<file path="src/rtl/dbt_pkg.sv">
package dbt_pkg;

   // Input operation codes carried in req_tuser.
   typedef logic [1:0] op_type;
   localparam op_type OP_PIXEL = 2'd0;
   localparam op_type OP_TICK  = 2'd1;
   localparam op_type OP_ALT   = 2'd2;

   // Tracking mode reported with each result.
   typedef logic [1:0] mode_type;
   localparam mode_type MODE_TRACK  = 2'd0;
   localparam mode_type MODE_HOLD   = 2'd1;
   localparam mode_type MODE_SEARCH = 2'd2;

   // Register indexes; register i sits at byte address 4*i.
   typedef logic [2:0] reg_idx_type;
   localparam reg_idx_type REG_ENABLE   = 3'd0;
   localparam reg_idx_type REG_DARK_MAX = 3'd1;
   localparam reg_idx_type REG_HOVER    = 3'd2;
   localparam reg_idx_type REG_BAND     = 3'd3;
   localparam reg_idx_type REG_CLIMB    = 3'd4;
   localparam reg_idx_type REG_TIMEOUT  = 3'd5;
   localparam reg_idx_type REG_MARGIN   = 3'd6;

   localparam int unsigned CSR_ADDR_W = 5;
   localparam int unsigned CSR_DATA_W = 32;

   // Register reset values.
   localparam logic [7:0]  DARK_MAX_RST = 8'd50;
   localparam logic [14:0] HOVER_RST    = 15'd4000;
   localparam logic [14:0] BAND_RST     = 15'd500;
   localparam logic [14:0] CLIMB_RST    = 15'd100;
   localparam logic [15:0] TIMEOUT_RST  = 16'd100;
   localparam logic [14:0] MARGIN_RST   = 15'd1000;

   // Descent speed is (altitude - hover) * climb / 1000. The divide is a
   // multiply by ceil(2^41 / 1000), exact for every 31-bit product.
   localparam int unsigned  DESC_SHIFT = 41;
   localparam logic [31:0]  DESC_RECIP = 32'(((64'd1 << DESC_SHIFT) + 64'd999) / 64'd1000);
   // Cycles from a new altitude or register value to a settled descent speed.
   localparam logic [1:0]   DESC_LAT   = 2'd2;

   // Q15 full scale magnitude.
   localparam logic [14:0] Q15_MAX = 15'h7FFF;

endpackage

</file>
<file path="src/rtl/dbt_plane_speed.sv">
module dbt_plane_speed #(
   parameter int unsigned CENTRE = 240,
   parameter int unsigned POS_W  = 9
) (
   input  logic [POS_W-1:0] pos,
   output logic signed [15:0] speed
);
   import dbt_pkg::*;

   // Offset width: large enough for the centre itself and for any position.
   localparam int unsigned CW   = $clog2(CENTRE + 1);
   localparam int unsigned DW   = (POS_W > CW) ? POS_W : CW;
   // Reciprocal of the centre, exact for offsets below the centre.
   localparam int unsigned LG   = $clog2(CENTRE);
   localparam int unsigned KS   = 27 + LG;
   localparam int unsigned MW   = 29;
   localparam logic [MW-1:0] RECIP =
      MW'(((64'd1 << KS) + 64'(CENTRE) - 64'd1) / 64'(CENTRE));
   localparam logic [DW-1:0] CENTRE_D = DW'(CENTRE);

   logic [DW-1:0]    pos_d;
   logic             below;
   logic [DW-1:0]    offset;
   logic [CW+MW-1:0] prod;
   logic [14:0]      mag;

   always_comb begin
      pos_d  = DW'(pos);
      below  = pos_d < CENTRE_D;
      offset = below ? (CENTRE_D - pos_d) : (pos_d - CENTRE_D);
      // Only used when the offset is below the centre, so CW bits hold it.
      prod   = (CW+MW)'(offset[CW-1:0]) * (CW+MW)'(RECIP);
      if (offset >= CENTRE_D) begin
         mag = Q15_MAX;
      end else begin
         mag = 15'(prod >> (KS - 15));
      end
      speed = below ? $signed({1'b0, mag}) : -$signed({1'b0, mag});
   end

endmodule

</file>
<file path="src/rtl/dbt_descent.sv">
module dbt_descent (
   input  logic               clock,
   input  logic [15:0]        altitude,
   input  logic [14:0]        hover,
   input  logic [14:0]        climb,
   output logic signed [15:0] vz_desc
);
   import dbt_pkg::*;

   logic [15:0] diff;
   logic [30:0] prod_in, prod_ff;
   logic [62:0] quot_full;
   logic [21:0] quot;
   logic [15:0] vz_in, vz_ff;

   // The difference is only meaningful when altitude is above hover, which
   // is the only case in which the result is used.
   always_comb begin
      diff      = altitude - {1'b0, hover};
      prod_in   = 31'(diff) * 31'(climb);
      quot_full = 63'(prod_ff) * 63'(DESC_RECIP);
      quot      = 22'(quot_full >> DESC_SHIFT);
      if (quot >= 22'd32768) begin
         vz_in = 16'h8000;
      end else begin
         vz_in = 16'd0 - quot[15:0];
      end
   end

   always_ff @(posedge clock) begin
      prod_ff <= prod_in;
      vz_ff   <= vz_in;
   end

   assign vz_desc = $signed(vz_ff);

endmodule

</file>
<file path="src/rtl/dark_blob_tracking_velocity_ctrl_unit.sv">
// Channel   Dir  Ports                          Word contents
// req       in   req_tvalid/tready/tdata/tlast  pixel, tick or altitude word
//                /tuser                         (tuser = op, tlast = frame end)
// rsp       out  rsp_tvalid/tready/tdata/tuser  one velocity word per frame while enabled
// csr       in   APB psel/penable/pwrite/paddr  seven control registers
//
// One word per cycle: an input register feeds one pass of logic into the
// result register. Pixel, tick and altitude words never stall while a result
// waits. A frame-end word, while enabled, waits for a free result register
// and, after an altitude word or a register write, while the registered
// descent multiplier settles. Reset is synchronous, no clearing pass.
module dark_blob_tracking_velocity_ctrl_unit #(
   parameter int unsigned FRAME_ROWS = 480,
   parameter int unsigned FRAME_COLS = 640
) (
   input  logic                            clock,
   input  logic                            reset,
   // Fields from bit 0: pixel_value[7:0], pixel_row[16:8], pixel_col[26:17],
   // altitude_mm[42:27], zero fill[47:43].
   input  logic                            req_tvalid,
   output logic                            req_tready,
   input  logic [47:0]                     req_tdata,
   input  logic                            req_tlast,
   // Fields from bit 0: op[1:0].
   input  logic [1:0]                      req_tuser,
   output logic                            rsp_tvalid,
   input  logic                            rsp_tready,
   // Fields from bit 0: vel_x[15:0], vel_y[31:16], vel_z[47:32].
   output logic [47:0]                     rsp_tdata,
   // Fields from bit 0: target_seen[0], track_mode[2:1].
   output logic [2:0]                      rsp_tuser,
   input  logic                            csr_psel,
   input  logic                            csr_penable,
   input  logic                            csr_pwrite,
   input  logic [dbt_pkg::CSR_ADDR_W-1:0]  csr_paddr,
   input  logic [dbt_pkg::CSR_DATA_W-1:0]  csr_pwdata,
   output logic [dbt_pkg::CSR_DATA_W-1:0]  csr_prdata,
   output logic                            csr_pready
);
   import dbt_pkg::*;

   localparam int unsigned ROW_CENTRE = FRAME_ROWS / 2;
   localparam int unsigned COL_CENTRE = FRAME_COLS / 2;

   // Control registers.
   logic        enable_ff;
   logic [7:0]  dark_max_ff;
   logic [14:0] hover_ff, band_ff, climb_ff, margin_ff;
   logic [15:0] timeout_ff;
   logic        csr_wr;
   reg_idx_type csr_idx;

   // Input register.
   logic        s1_valid_ff;
   op_type      s1_op_ff;
   logic [7:0]  s1_value_ff;
   logic [8:0]  s1_row_ff;
   logic [9:0]  s1_col_ff;
   logic        s1_last_ff;
   logic [15:0] s1_alt_ff;

   // Tracker state.
   logic        found_ff, found_in;
   logic [8:0]  found_row_ff;
   logic [9:0]  found_col_ff;
   logic [15:0] ticks_ff, ticks_in;
   logic [15:0] alt_ff;
   logic [15:0] held_vz_ff;
   logic [1:0]  busy_ff, busy_in;

   // Result register.
   logic        rsp_valid_ff, rsp_valid_in;
   logic [47:0] rsp_data_ff;
   logic [2:0]  rsp_user_ff;

   logic              out_free, s1_result, s1_go;
   logic              hit, eff_found;
   logic [8:0]        eff_row;
   logic [9:0]        eff_col;
   logic signed [15:0] vx, vy, vz_desc;
   logic [15:0]       vz;
   mode_type          mode;
   logic signed [17:0] alt_s, h_lo, h_hi, s_lo, s_hi;
   logic [15:0]       climb_pos, climb_neg;

   // ---------------- configuration port ----------------
   assign csr_pready = 1'b1;
   assign csr_idx    = csr_paddr[4:2];
   assign csr_wr     = csr_psel && csr_penable && csr_pwrite && csr_pready;

   always_ff @(posedge clock) begin
      if (reset) begin
         enable_ff   <= 1'b0;
         dark_max_ff <= DARK_MAX_RST;
         hover_ff    <= HOVER_RST;
         band_ff     <= BAND_RST;
         climb_ff    <= CLIMB_RST;
         timeout_ff  <= TIMEOUT_RST;
         margin_ff   <= MARGIN_RST;
      end else if (csr_wr) begin
         unique case (csr_idx)
            REG_ENABLE:   enable_ff   <= csr_pwdata[0];
            REG_DARK_MAX: dark_max_ff <= csr_pwdata[7:0];
            REG_HOVER:    hover_ff    <= csr_pwdata[14:0];
            REG_BAND:     band_ff     <= csr_pwdata[14:0];
            REG_CLIMB:    climb_ff    <= csr_pwdata[14:0];
            REG_TIMEOUT:  timeout_ff  <= csr_pwdata[15:0];
            REG_MARGIN:   margin_ff   <= csr_pwdata[14:0];
            default: ;
         endcase
      end
   end

   always_comb begin
      unique case (csr_idx)
         REG_ENABLE:   csr_prdata = 32'(enable_ff);
         REG_DARK_MAX: csr_prdata = 32'(dark_max_ff);
         REG_HOVER:    csr_prdata = 32'(hover_ff);
         REG_BAND:     csr_prdata = 32'(band_ff);
         REG_CLIMB:    csr_prdata = 32'(climb_ff);
         REG_TIMEOUT:  csr_prdata = 32'(timeout_ff);
         REG_MARGIN:   csr_prdata = 32'(margin_ff);
         default:      csr_prdata = 32'd0;
      endcase
   end

   // ---------------- datapath units ----------------
   dbt_plane_speed #(.CENTRE(ROW_CENTRE), .POS_W(9)) u_row_speed (
      .pos   (eff_row),
      .speed (vx)
   );

   dbt_plane_speed #(.CENTRE(COL_CENTRE), .POS_W(10)) u_col_speed (
      .pos   (eff_col),
      .speed (vy)
   );

   dbt_descent u_descent (
      .clock    (clock),
      .altitude (alt_ff),
      .hover    (hover_ff),
      .climb    (climb_ff),
      .vz_desc  (vz_desc)
   );

   // ---------------- flow control ----------------
   assign out_free   = !rsp_valid_ff || rsp_tready;
   assign s1_result  = (s1_op_ff == OP_PIXEL) && enable_ff && s1_last_ff;
   assign s1_go      = s1_valid_ff && !(s1_result && (!out_free || (busy_ff != 2'd0)));
   assign req_tready = !s1_valid_ff || s1_go;

   // ---------------- per-word logic ----------------
   always_comb begin
      hit       = !found_ff && (s1_value_ff <= dark_max_ff);
      eff_found = found_ff || hit;
      eff_row   = found_ff ? found_row_ff : s1_row_ff;
      eff_col   = found_ff ? found_col_ff : s1_col_ff;

      alt_s     = $signed({2'b00, alt_ff});
      h_lo      = $signed({3'b000, hover_ff}) - $signed({3'b000, band_ff});
      h_hi      = $signed({3'b000, hover_ff}) + $signed({3'b000, band_ff});
      s_lo      = $signed({2'b00, hover_ff, 1'b0}) - $signed({3'b000, margin_ff});
      s_hi      = $signed({2'b00, hover_ff, 1'b0}) + $signed({3'b000, margin_ff});
      climb_pos = {1'b0, climb_ff};
      climb_neg = 16'd0 - climb_pos;

      if (eff_found) begin
         mode = MODE_TRACK;
         if (alt_s < h_lo) begin
            vz = climb_pos;
         end else if (alt_s < h_hi) begin
            vz = 16'd0;
         end else begin
            vz = vz_desc;
         end
      end else if (ticks_ff < timeout_ff) begin
         mode = MODE_HOLD;
         vz   = held_vz_ff;
      end else begin
         mode = MODE_SEARCH;
         if (alt_s < s_lo) begin
            vz = climb_pos;
         end else if (alt_s > s_hi) begin
            vz = climb_neg;
         end else begin
            vz = 16'd0;
         end
      end

      found_in = found_ff;
      ticks_in = ticks_ff;
      if (s1_go) begin
         case (s1_op_ff)
            OP_TICK: begin
               if (ticks_ff != 16'hFFFF) begin
                  ticks_in = ticks_ff + 16'd1;
               end
            end
            OP_PIXEL: begin
               if (!enable_ff) begin
                  if (s1_last_ff) begin
                     found_in = 1'b0;
                  end
               end else if (s1_last_ff) begin
                  found_in = 1'b0;
                  if (eff_found) begin
                     ticks_in = 16'd0;
                  end
               end else if (hit) begin
                  found_in = 1'b1;
               end
            end
            default: ;
         endcase
      end

      busy_in = (busy_ff != 2'd0) ? (busy_ff - 2'd1) : 2'd0;
      if (csr_wr || (s1_go && (s1_op_ff == OP_ALT))) begin
         busy_in = DESC_LAT;
      end

      rsp_valid_in = rsp_valid_ff && !rsp_tready;
      if (s1_go && s1_result) begin
         rsp_valid_in = 1'b1;
      end
   end

   // Control state.
   always_ff @(posedge clock) begin
      if (reset) begin
         s1_valid_ff  <= 1'b0;
         found_ff     <= 1'b0;
         ticks_ff     <= 16'd0;
         alt_ff       <= 16'd0;
         held_vz_ff   <= 16'd0;
         busy_ff      <= 2'd0;
         rsp_valid_ff <= 1'b0;
      end else begin
         if (req_tready) begin
            s1_valid_ff <= req_tvalid;
         end
         found_ff     <= found_in;
         ticks_ff     <= ticks_in;
         busy_ff      <= busy_in;
         rsp_valid_ff <= rsp_valid_in;
         if (s1_go && (s1_op_ff == OP_ALT)) begin
            alt_ff <= s1_alt_ff;
         end
         if (s1_go && s1_result) begin
            held_vz_ff <= vz;
         end
      end
   end

   // Payload registers.
   always_ff @(posedge clock) begin
      if (req_tready && req_tvalid) begin
         s1_op_ff    <= req_tuser;
         s1_value_ff <= req_tdata[7:0];
         s1_row_ff   <= req_tdata[16:8];
         s1_col_ff   <= req_tdata[26:17];
         s1_alt_ff   <= req_tdata[42:27];
         s1_last_ff  <= req_tlast;
      end
      if (s1_go && (s1_op_ff == OP_PIXEL) && enable_ff && !s1_last_ff && hit) begin
         found_row_ff <= s1_row_ff;
         found_col_ff <= s1_col_ff;
      end
      if (s1_go && s1_result) begin
         if (eff_found) begin
            rsp_data_ff <= {vz, vy, vx};
         end else begin
            rsp_data_ff <= {vz, 32'd0};
         end
         rsp_user_ff <= {mode, eff_found};
      end
   end

   assign rsp_tvalid = rsp_valid_ff;
   assign rsp_tdata  = rsp_data_ff;
   assign rsp_tuser  = rsp_user_ff;

`ifndef SYNTHESIS
   // A result reports a target exactly when it is in tracking mode.
   assert property (@(posedge clock) disable iff (reset)
      rsp_tvalid |-> (rsp_tuser[0] == (rsp_tuser[2:1] == MODE_TRACK)))
      else $error("target flag and tracking mode disagree");

   // Without a target the planar speeds are zero.
   assert property (@(posedge clock) disable iff (reset)
      (rsp_tvalid && !rsp_tuser[0]) |-> (rsp_tdata[31:0] == 32'd0))
      else $error("planar speed set without a target");

   // A tick below saturation advances the lost counter by exactly one.
   assert property (@(posedge clock) disable iff (reset)
      (s1_go && (s1_op_ff == OP_TICK) && (ticks_ff != 16'hFFFF))
      |=> (ticks_ff == $past(ticks_ff) + 16'd1))
      else $error("tick counter did not advance");

   // A frame-end word does not complete straight after an altitude word, while the descent speed is settling.
   assert property (@(posedge clock) disable iff (reset)
      (s1_go && (s1_op_ff == OP_ALT)) |=> !(s1_go && s1_result))
      else $error("result computed from a stale descent speed");
`endif

endmodule
</file>
<file path="config.mk">
export PLATFORM = sky130hd
export DESIGN_NAME = dark_blob_tracking_velocity_ctrl_unit
export DESIGN_NICKNAME = d
export VERILOG_FILES = /design/src/rtl/dbt_pkg.sv /design/src/rtl/dbt_plane_speed.sv /design/src/rtl/dbt_descent.sv /design/src/rtl/dark_blob_tracking_velocity_ctrl_unit.sv
export SDC_FILE = /design/constraint.sdc
export NUM_CORES = 2
export LEC_CHECK = 0
export BUFFER_PORTS_ARGS = -buffer_cell sky130_fd_sc_hd__clkbuf_2
export CORE_MARGIN = 2
export CORE_UTILIZATION = 55
export CTS_BUF_LIST = sky130_fd_sc_hd__clkbuf_4 sky130_fd_sc_hd__clkbuf_8
export CTS_CLUSTER_SIZE = 28
export DETAILED_ROUTE_END_ITERATION = 8
export GPL_ROUTABILITY_DRIVEN = 0
export HOLD_SLACK_MARGIN = 0.1
export PLACE_DENSITY = 0.8
export SYNTH_ARGS = -nofsm -noshare
export SYNTH_HDL_FRONTEND = slang
export SYNTH_SLANG_ARGS = --single-unit
</file>
<file path="constraint.sdc">
create_clock -name clock -period 20.4 [get_ports clock]
set_input_delay 2.04 -clock clock [delete_from_list [all_inputs] [get_ports clock]]
set_output_delay 2.04 -clock clock [all_outputs]
set_load 0.005 [all_outputs]
</file>
=== Word level (Yosys, flattened, before mapping) ===
Index checks and enable logic that the tools add are counted.

* Add/sub/neg operators: 15
* $mul: 4
* Magnitude comparators: 11
* Eq/ne operators: 13
* Muxes and demuxes: 28
* Bitwise gates (word level): 2
* Reductions and logical operators: 45

{| class="wikitable"
|+ Operator list
! cell !! number
|-
| $mux 16 || 10
|-
| $pmux 16 s7 || 1
|-
| $mul 31x29->60 const B || 1
|-
| $mux 15 || 4
|-
| $mul 9x28->36 const B || 1
|-
| $mul 8x28->35 const B || 1
|-
| $lt 16x16->1 || 2
|-
| $neg 15->16 || 2
|-
| $pmux 16 s2 || 1
|-
| $mul 16x15->31 || 1
|-
| $ge 22x16->1 const B || 1
|-
| $mux 10 || 2
|-
| $mux 9 || 2
|-
| $add 16x15->17 || 1
|-
| $gt 16x17->1 || 1
|-
| $lt 17x16->1 || 1
|-
| $lt 17x17->1 || 1
|-
| $sub 16x15->17 || 1
|-
| $add 15x15->16 || 1
|-
| $add 16x1->16 const B || 1
|-
| $ne 16x16->1 const B || 1
|-
| $sub 1x15->16 const A || 1
|-
| $sub 1x16->16 const A || 1
|-
| $sub 15x15->16 || 1
|-
| other kinds (31) || 78
|}

* Bits in registers: 301
* Logic and storage cells: 149

=== Logic depth before layout (Yosys ltp) ===
* Depth after elaboration: 11
* Gate-level depth with buffers: 37
* Gate-level depth less buffers: 37

=== Cells and area by module ===
Synthesis repeated with hierarchy kept, for this count alone.

* Cell total of the unflattened synthesis: 4921
* Area, all modules: 44412.6 um^2

{| class="wikitable"
|+ By module, submodules not included
! module !! instances !! cells each !! area each (um^2)
|-
| dbt_descent || 1 || 2724 || 24916.4
|-
| dark_blob_tracking_velocity_ctrl_unit || 1 || 1641 || 15160.8
|-
| dbt_plane_speed (u_col_speed) || 1 || 367 || 2829.0
|-
| dbt_plane_speed (u_row_speed) || 1 || 189 || 1506.4
|}

=== Worst setup path after synthesis ===
OpenSTA, ideal clock, no wires.

* Kind: register -> register
* Start point: register hover_ff[1]
* End point: register u_descent.prod_ff[30]
* Library setup time: 0.072 ns
* Arrival: 8.795 ns
* Slack: 11.533 ns
* Stages on the path, launching flop included: 37
* Buffers on the path: 2
* Period minus slack after synthesis: 8.867 ns
* Cell sequence: dfxtp_1 inv_1 ha_1 nor2b_1 o21ai_0 a21boi_0 o21ai_0 a21boi_0 o21ai_0 a21o_1 a31oi_1 a41o_1 clkbuf_1 buf_1 nor4_1 fa_1 inv_1 fa_1 fa_1 inv_1 fa_1 inv_1 fa_1 inv_1 fa_1 ha_1 a21o_1 a21oi_1 o21ai_0 a31oi_1 a21oi_1 a211o_1 o41a_1 a41o_1 a221o_1 a21oi_1 xnor2_1

* Longest elaborated chain between the ends: 2

{| class="wikitable"
|+ Ends and longest elaborated chain
! item !! RTL line !! text
|-
| from (decl) || dark_blob_tracking_velocity_ctrl_unit.sv:48 || <nowiki>logic [14:0] hover_ff, band_ff, climb_ff, margin_ff;</nowiki>
|-
| from (signal assigned) || dark_blob_tracking_velocity_ctrl_unit.sv:104 || <nowiki>REG_HOVER: hover_ff <= csr_pwdata[14:0];</nowiki>
|-
| $sub 16x15->16 || dbt_descent.sv:19 || <nowiki>diff = altitude - {1'b0, hover};</nowiki>
|-
| $mul 16x15->31 || dbt_descent.sv:20 || <nowiki>prod_in = 31'(diff) * 31'(climb);</nowiki>
|-
| via u_descent.prod_in[30] || dbt_descent.sv:11 || <nowiki>logic [30:0] prod_in, prod_ff;</nowiki>
|-
| to (signal assigned) || dbt_descent.sv:31 || <nowiki>prod_ff <= prod_in;</nowiki>
|-
| to (decl) || dbt_descent.sv:11 ||
|}

The timed path passes the listed nets, and every way through them passes these cells.
A chain may end at the register's enable or synchronous reset.

=== Worst setup path in the final report ===
* Start point: register hover_ff[1]
* End point: register u_descent.prod_ff[29]

The elaborated chain is that of the path after synthesis.

==> results.tsv <==
stage	metric	value	unit
timing	fin_crit_sh	51.0	%
synthesis	ys.flop_type	dfxtp_1	
clock_network	cts.repair.resized	0	
timing	period_needed	10410	ps
layout	nets	6162	
layout	regArea	7190	um^2
layout	multi_input_area	31700	um^2
timing	worst_pin_slew	1330	ps
synthesis	synth_edf_count	116	
clock_network	cts_tree	yes	
layout	syn_to_final_growth	6.85	%
outcome	status	completed	
floorplan	num_rows	102	
critical_path	slowest_stage	a2111oi_0	
clock_network	clock_latency	690	ps
drt	dr.pass1.iters	6	
drt	avgViaCountPerCell	5.74	
clock_network	cts_root_buf	clkbuf_8	
clock_network	postCtsSetupBuffers	0	
clock_network	cts.clk_slew.worst_paths	70	ps
grt	gr-total-overflow	0	
timing	rsz0062_at_grt	no	
critical_path	path_common_cell	fa_1	
layout	drive_above_1_share	6.83	%
placed_design	io_buffers	140	
layout	layout_common_cells	inv_1 (926), ha_1 (724), fa_1 (498), nand2_1 (469), a21oi_1 (231)	
synthesis	yosysSeqAreaShare	16.7	%
floorplan	die_x	284	um
synthesis	synth_cell_types	85	
critical_path	crit_path_end_kind	flop	
critical_path	worstPathMaxFanout	15	
clock_network	clk_path_buf_depth	3	
synthesis	synth-async-reset-ratio	0	%
floorplan	start_util	55.5	%
clock_network	cts_htree_levels	2	
critical_path	crit_type	reg2reg	
placed_design	dpl.hpwl	86.7	mm
floorplan	fp.dieArea	80400	um^2
drt	drtAntennaViolNets	0	
layout	final_common_cell	inv_1	
layout	fill_cells	6433	
grt	grt_pass1_vias	34500	
hold_path	hold_class	reg2reg	
critical_path	worstPathRequired	21000	ps
critical_path	arrival	11010	ps
floorplan	ios	181	
timing	hold_viol_final	0	
drt	drt-total-wl	110	mm
job	drv_cap	0	
clock_network	cts_hold_buf	0	
timing	setup_viol	0	
timing	tns	0	ps
critical_path	critPathMaxStageDelay	770	ps
floorplan	core	77500	um^2
timing	clock.fmax	96.1	MHz
drt	route.vias.total	34000	
synthesis	syn_inst	4762	
grt	grt_max_degree	85	
timing	slew_violations	0	
timing	max-slew-margin-rel	10.8	%
critical_path	start_kind	flop	
drt	drt_iter0_drc	2557	
synthesis	synth_area_per_cell	9.02	um^2
synthesis	yosys_warnings	0	
synthesis	syn_area	43000	um^2
timing	final.setup_skew	70.8	ps
grt	grtUsageTotal	27.5	%
grt	antenna_found_initial	3	
drt	drc	0	
floorplan	die_y	284	um
synthesis	ys_ff_latch	301	
clock_network	cts_sinks	301	
clock_network	cts-buffers-inserted	51	
grt	grt_pass1_wl	179	mm
drt	avgRoutedWirePerCell	18.5	um
==> critical path: cells and delay by family (launching register included) <==
family,cells,cell delay [ps]
XOR/XNOR,2,340
adder cells (fa/ha/maj),8,3800
buffers and inverters,4,490
AND/OR/NAND/NOR,2,330
flip-flops,1,670
AO/OA/AOI/OAI,17,4710
==> kinds of logic after synthesis <==
kind of cell,count (synthesis),synth area share [%]
AO/OA/AOI/OAI,762,11.7
XOR/XNOR,153,3.12
adder cells (fa/ha/maj),1222,44.3
buffers and inverters,1089,9.67
flip-flops,301,16.7
multiplexers,62,1.50
other,2,0.0175
AND/OR/NAND/NOR,1171,12.9
==> cell usage after synthesis (all sizes together), types with 19 or more instances <==
library cell    n  area (um^2)
a211oi         21          158
a21o           65          488
a21oi         233         1170
a31oi          30          188
and2          105          657
and3           26          163
buf            29          176
clkbuf        133          499
dfxtp         185         3700
edfxtp        116         3480
fa            498         9970
ha            724         9060
inv           927         3480
mux2i          44          440
nand2         469         1760
nand2b         40          250
nand3         102          510
nand3b         19          143
nand4          29          181
nor2          198          743
nor2b          50          313
nor3           55          275
o211ai         50          375
o21a           41          308
o21ai         126          631
or3            19          119
xnor2          91          797
xor2           62          543
==> registers in the layout, indices dropped and copies added, names as in the netlist, 2 cells and up <==
name and flops:
held_vz_ff 16, s1_value_ff 8, s1_col_ff 10, timeout_ff 16
ticks_ff 16, dark_max_ff 8, u_descent.prod_ff 31, rsp_tuser 3
rsp_tdata 48, s1_row_ff 9, climb_ff 15, margin_ff 15
alt_ff 16, busy_ff 2, found_col_ff 10, u_descent.vz_desc 16
s1_alt_ff 16, band_ff 15, hover_ff 15, s1_op_ff 2
found_row_ff 9
==> layout make-up <==
type / instances / area share [%]
Sequential cell: 301 / 15.7
Clock buffer: 73 / 2.04
Antenna cell: 1 / 0.00545
Tap cell: 1040 / 2.83
Timing Repair Buffer: 177 / 2.13
Inverter: 927 / 7.58
Multi-Input combinational cell: 3387 / 69.1
Clock inverter: 23 / 0.624
==> final timing paths <==
path                                                  start                             to  slack [ps]  cells after the start
worst min register to register  timeout_ff[11]$_SDFFE_PP0P_    timeout_ff[11]$_SDFFE_PP0P_         460                      2
worst max register to register     hover_ff[1]$_SDFFE_PP0P_  u_descent.prod_ff[29]$_DFF_P_        9990                     33
worst min-delay path            timeout_ff[11]$_SDFFE_PP0P_    timeout_ff[11]$_SDFFE_PP0P_         460                      2
worst max-delay path               hover_ff[1]$_SDFFE_PP0P_  u_descent.prod_ff[29]$_DFF_P_        9990                     33
==> per-stage QoR <==
| step | cells | setup slack [ps] | utilization, % | area (um^2) | hold slack, ps |
|---|---|---|---|---|---|
| 2_1_floorplan | 4777 | 11530 | - | 43000 | 426 |
| 3_3_place_gp | 5832 | 10270 | 57.7 | 44700 | 434 |
| 3_5_place_dp | 5832 | 10090 | 57.7 | 44700 | 448 |
| 4_1_cts | 5928 | 10060 | 59.3 | 45900 | 456 |
| 5_1_grt | 5929 | 9380 | 59.3 | 45900 | 475 |
| 6_report | 5929 | 9990 | 59.3 | 45900 | 458 |
==> metal layers <==
layer / track usage (%) / wire [um] / vias up
met4: 9.95 / 4560 / 0
met2: 45.8 / 52000 / 1336
li1: - / - / 15900
met5: 0 / 0 / -
met3: 4.42 / 8690 / 303
met1: 36.2 / 44600 / 16500
Power is not shown: default switching activity piles up to over one toggle a cycle in this logic, so the estimate is an artifact.
